### src/hw/rtl/gbla_pkg.sv
// ----------------------------------------------------------------------------
// gbla_pkg: shared types and constants for the group-by aggregator
// Holds the sequencer state type, divider request and status types, action codes and fixed field widths.
// ----------------------------------------------------------------------------
package gbla_pkg;

  localparam int unsigned KEY_W   = 32;
  localparam int unsigned CAT_W   = 8;
  localparam int unsigned CNT_W   = 32;
  localparam int unsigned TIME_W  = 31;
  localparam int unsigned SUM_W   = 64;
  localparam int unsigned DIV_W   = 64;

  localparam logic ACT_ADD   = 1'b0;
  localparam logic ACT_FLUSH = 1'b1;

  typedef enum logic [3:0] {
    ST_IDLE,
    ST_SRCH_RD,
    ST_SRCH_CMP,
    ST_UPD_RD,
    ST_UPD_WR,
    ST_FL_RD,
    ST_FL_LOAD,
    ST_FL_DIV,
    ST_FL_EMIT
  } state_t;

  // Request into the divider
  typedef struct packed {
    logic             start;
    logic [SUM_W-1:0] dividend;
    logic [CNT_W-1:0] divisor;
  } div_req_t;

  // Status back from the divider
  typedef struct packed {
    logic              busy;
    logic              done;
    logic [TIME_W-1:0] quotient;
  } div_rsp_t;

endpackage

### src/hw/rtl/gbla_div.sv
// ----------------------------------------------------------------------------
// gbla_div: radix-2 restoring divider
// One quotient bit per cycle, over all 64 dividend bits. Divisor of zero gives 0.
// ----------------------------------------------------------------------------
module gbla_div (
  input  logic               clk,
  input  logic               rst_n,
  input  gbla_pkg::div_req_t req,
  output gbla_pkg::div_rsp_t rsp
);

  logic [gbla_pkg::SUM_W-1:0] quo_r, quo_nxt;
  logic [gbla_pkg::CNT_W:0]   rem_r, rem_nxt;
  logic [gbla_pkg::CNT_W-1:0] dsr_r, dsr_nxt;
  logic [6:0]                 cnt_r, cnt_nxt;
  logic                       busy_r, busy_nxt;
  logic                       done_r, done_nxt;
  logic                       zero_r, zero_nxt;
  logic [gbla_pkg::CNT_W:0]   shl;
  logic [gbla_pkg::CNT_W:0]   diff;

  // Shift one dividend bit into the remainder and try a subtract
  always_comb begin
    shl      = {rem_r[gbla_pkg::CNT_W-1:0], quo_r[gbla_pkg::SUM_W-1]};
    diff     = shl - {1'b0, dsr_r};
    quo_nxt  = quo_r;
    rem_nxt  = rem_r;
    dsr_nxt  = dsr_r;
    cnt_nxt  = cnt_r;
    busy_nxt = busy_r;
    done_nxt = 1'b0;
    zero_nxt = zero_r;
    if (req.start) begin
      quo_nxt  = req.dividend;
      rem_nxt  = '0;
      dsr_nxt  = req.divisor;
      zero_nxt = (req.divisor == '0);
      cnt_nxt  = 7'd64;
      busy_nxt = 1'b1;
    end else if (busy_r) begin
      if (!diff[gbla_pkg::CNT_W]) begin
        rem_nxt = diff;
        quo_nxt = {quo_r[gbla_pkg::SUM_W-2:0], 1'b1};
      end else begin
        rem_nxt = shl;
        quo_nxt = {quo_r[gbla_pkg::SUM_W-2:0], 1'b0};
      end
      cnt_nxt = cnt_r - 7'd1;
      if (cnt_r == 7'd1) begin
        busy_nxt = 1'b0;
        done_nxt = 1'b1;
      end
    end
  end

  always_ff @(posedge clk) begin
    if (!rst_n) begin
      busy_r <= 1'b0;
      done_r <= 1'b0;
      cnt_r  <= '0;
    end else begin
      busy_r <= busy_nxt;
      done_r <= done_nxt;
      cnt_r  <= cnt_nxt;
    end
  end

  always_ff @(posedge clk) begin
    quo_r  <= quo_nxt;
    rem_r  <= rem_nxt;
    dsr_r  <= dsr_nxt;
    zero_r <= zero_nxt;
  end

  assign rsp.busy     = busy_r;
  assign rsp.done     = done_r;
  assign rsp.quotient = zero_r ? '0 : quo_r[gbla_pkg::TIME_W-1:0];

endmodule

### config.mk
export PLATFORM = sky130hd
export DESIGN_NAME = gbla_div
export DESIGN_NICKNAME = d
export VERILOG_FILES = /design/src/hw/rtl/gbla_pkg.sv /design/src/hw/rtl/gbla_div.sv
export SDC_FILE = /design/constraint.sdc
export NUM_CORES = 1
export LEC_CHECK = 0
export BUFFER_PORTS_ARGS = -buffer_cell sky130_fd_sc_hd__buf_2
export CAP_MARGIN = 40
export CELL_PAD_IN_SITES_DETAIL_PLACEMENT = 1
export CELL_PAD_IN_SITES_GLOBAL_PLACEMENT = 1
export CORE_ASPECT_RATIO = 0.7
export CORE_MARGIN = 1.5
export CORE_UTILIZATION = 44
export CTS_CLUSTER_DIAMETER = 60
export DETAILED_ROUTE_END_ITERATION = 10
export PLACE_DENSITY = 0.84
export SYNTH_ARGS = -nofsm -noshare
export SYNTH_HDL_FRONTEND = slang
export SYNTH_SLANG_ARGS = --single-unit
### constraint.sdc
create_clock -name clk -period 3.2 [get_ports clk]
set_input_delay 0.16 -clock clk [delete_from_list [all_inputs] [get_ports clk]]
set_output_delay 0.16 -clock clk [all_outputs]
set_load 0.05 [all_outputs]
==> metrics.txt <==
CTS tree done; final global-route overflow total 0; R2R Path Start quo_r[63]$_DFFE_PP_; Netlist cell types between 50 and 60; CTS clk-pin slew, worst paths 0.07 ns; DR vias 6318; count leader, synth edfxtp_1; LEAKAGE 3.97 nW; share of layout cells above drive strength 1 29.6%; vias in the first global route 6698; GPL Wtd Cong 0.860; first-pass GRT wire length 36500 µm; DIE AREA 18500 µm²; CP max stage delay 0.40 ns; cells after synthesis 743; crit path DAT approximately 3.4 ns; routed wire length around 23000 µm; Post-Route Setup TNS 0 ns; fin area between 9000 and 10000 µm²; Setup crit end kind register; Cell Pwr Density 583 nW/µm²; Final min period 3.06 ns; Largest delay share family, worst path compound AO/OA/AOI/OAI gates; CP Buf/Inv Count 1; DP Area 8690 µm²; diodes inserted 0; Synth Register Bits 138; setup violators final 0; Startpoint Class register; Hold Path Class in2reg; Fin Hold WS around 0.019 ns; Final #Nets around 1.0k; CTS Buf Count 17; cell accounting for the most synthesized area edfxtp_1; MaxCap Viol Count 0; Tot Pwr 5.65 mW; Post-synth top cells 97 x edfxtp_1, 75 x nor2_1, 64 x mux2_2, 58 x a21oi_1, 46 x inv_1; slowest stage cell on the critical path fa_1; Rel. slew slack 50.1%; peak fanout along the critical path 5; Worst Hold End quo_r[24]$_DFFE_PP_; total core area 17300 µm²; initial antenna violation count 0; Die Y 114 µm; top cells by area, synth edfxtp_1 37%, dfxtp_1 11%, mux2_2 9.2%, ha_1 5.5%, a21oi_1 3.7%; Die W 162 µm; Final period util 95.7%; I/O Buffers 131; Vias/cell 5.51; Worst Reg-to-Reg Cells 12; Sink Count 138; CTS H-tree depth 4; RSZ-0062 raised after global routing no; r2r setup slk ~0.14 ns; FP Rows 40; P&R area growth vs syn 24.2%; Worst Path Required 3.54 ns; Main synth FF type edfxtp_1; Mean Syn Cell Area 10.5 µm²; Residual DRC 0; Async S/R FF share, synth 0%; Clock Tree Buf Depth 2; worst hold path depth 2; root buf cell clkbuf_16; hold_sp req[56]; Syn. warnings 0; drt pass-1 iters 4; starting density of the core a little under half; largest net degree at the start of global routing 62; Reg-to-Reg End rem_r[30]$_SDFFE_PP0P_; Post-synth EDFFs 97; kind of critical path reg2reg; drt wl/cell roughly 20 µm; Final Hold Fails 0; Starting DRT DRC Count 258; crit path cell chain inv_1 -> ha_1 -> fa_1 -> nor2b_2 -> o31a_1 -> a31oi_2 -> a211o_1 -> a32oi_2 -> a311oi_2 -> o21ai_1 -> xnor2_1 -> a311oi_1; outcome finished clean; upper clock frequency limit 0.327 GHz; gr usage total 25.9%; HPWL after DPL 16000 µm; Slew Viols, Final 0; Skew-Pair Late Insertion Delay 0.44 ns; post-synth top area share 37.4%; Seq/Total Area, Yosys a little under half; Worst-Margin Slew about 0.75 ns; Worst Clk Skew 0.0112 ns; post-route ant nets 0; I/O pins 132; syn nets 877; Peak VDD IR between 0.3 and 0.4 mV; Post-Syn Area between 7000 and 8000 µm²
final cells by class:
| cell class | count | area (µm²) |
|---|---|---|
| clock inverter | 14 | 183 |
| sequential | 138 | 3730 |
| tap | 231 | 289 |
| timing repair buffer | 181 | 1140 |
| inverter | 47 | 176 |
| multi-input combinational | 518 | 3720 |
| fill | 1926 | 7590 |
| clock buffer | 18 | 429 |
cells by family after synthesis:
family	Yosys count	share of synthesized area (%)
flip-flops	138	47.9
buffers and inverters	87	4.70
AND/OR/NAND/NOR	211	13.1
XOR/XNOR	33	3.80
adder cells (fa/ha/maj)	35	5.72
AO/OA/AOI/OAI	169	14.8
multiplexers	70	10.0
registers in the layout, indices dropped and copies added, names as in the netlist:
name,cells
cnt_r,7
quo_r,64
zero_r,1
rem_r,32
dsr_r,32
done_r,1
busy_r,1
per-layer routing:
metal / up-vias / routed length (µm) / track usage [%]
met5: - / 0 / 0
met3: 36 / 1420 / 6.56
met1: 3101 / 10200 / 33.7
li1: 2999 / - / -
met2: 182 / 10800 / 42.3
met4: 0 / 468 / 8.75
report_power, final:
part	internal (mW)	switching, mW
Clock	1.25	0.859
Sequential	2.11	0.103
Combinational	0.539	0.793
cell usage in the layout, fill, tap and decap left out, types with 6 or more instances in the layout:
cell,count
mux2_2,64
nor2_1,75
nand4_1,9
a31oi_1,7
o21ai_1,10
buf_2,130
edfxtp_1,97
o21a_1,6
dfxtp_1,40
mux2i_1,6
nor3_1,11
nand2_1,42
nor4_1,9
nor2b_1,38
a21oi_1,57
ha_1,34
dlygate4sd3_1,33
clkbuf_16,17
a21o_1,6
inv_6,6
xnor2_1,22
o21bai_1,6
a211oi_1,15
nand2b_1,7
a211oi_2,12
xor2_1,10
o21ai_0,17
inv_1,46
buf_4,16
worst reg2reg max path: cells and delay by family (launching register included):
| family | cells | cell delay (ns) |
|---|---|---|
| fa+ha+maj | 2 | 0.63 |
| flops | 1 | 0.36 |
| compound gates | 7 | 1.67 |
| xor+xnor | 1 | 0.09 |
| simple gates | 1 | 0.16 |
| buf+inv | 1 | 0.06 |
per-stage QoR:
stage	worst slack, ns	util, %	std cells
after floorplan	0.555	-	743
after global placement	0.299	50.3	1079
after detailed placement	0.0992	50.3	1079
after CTS	0.0861	55.8	1144
after global routing	0.00737	56.0	1147
final	0.137	56.0	1147
what timing repair did:
| action | 4_1_cts | 5_1_grt |
|---|---|---|
| gates resized for setup | 0 | 4 |
| buffers inserted | 0 | 3 |
| setup endpoints to repair | 0 | 22 |
| hold endpoints to repair | 34 | 0 |
| hold buffers | 33 | 0 |
worst max path at each step:
stage                                    from                     end  slack [ns]  cells after the start
final                     quo_r[63]$_DFFE_PP_  rem_r[30]$_SDFFE_PP0P_        0.14                     12
after global routing      quo_r[63]$_DFFE_PP_  rem_r[16]$_SDFFE_PP0P_       0.007                     12
after CTS                 quo_r[63]$_DFFE_PP_  rem_r[30]$_SDFFE_PP0P_        0.09                     12
after detailed placement  quo_r[63]$_DFFE_PP_   rem_r[3]$_SDFFE_PP0P_         0.1                     12
after global placement    quo_r[63]$_DFFE_PP_  rem_r[22]$_SDFFE_PP0P_        0.30                     13
after floorplan           quo_r[63]$_DFFE_PP_  rem_r[30]$_SDFFE_PP0P_        0.56                     12
Power figures use the tool's default switching activity.
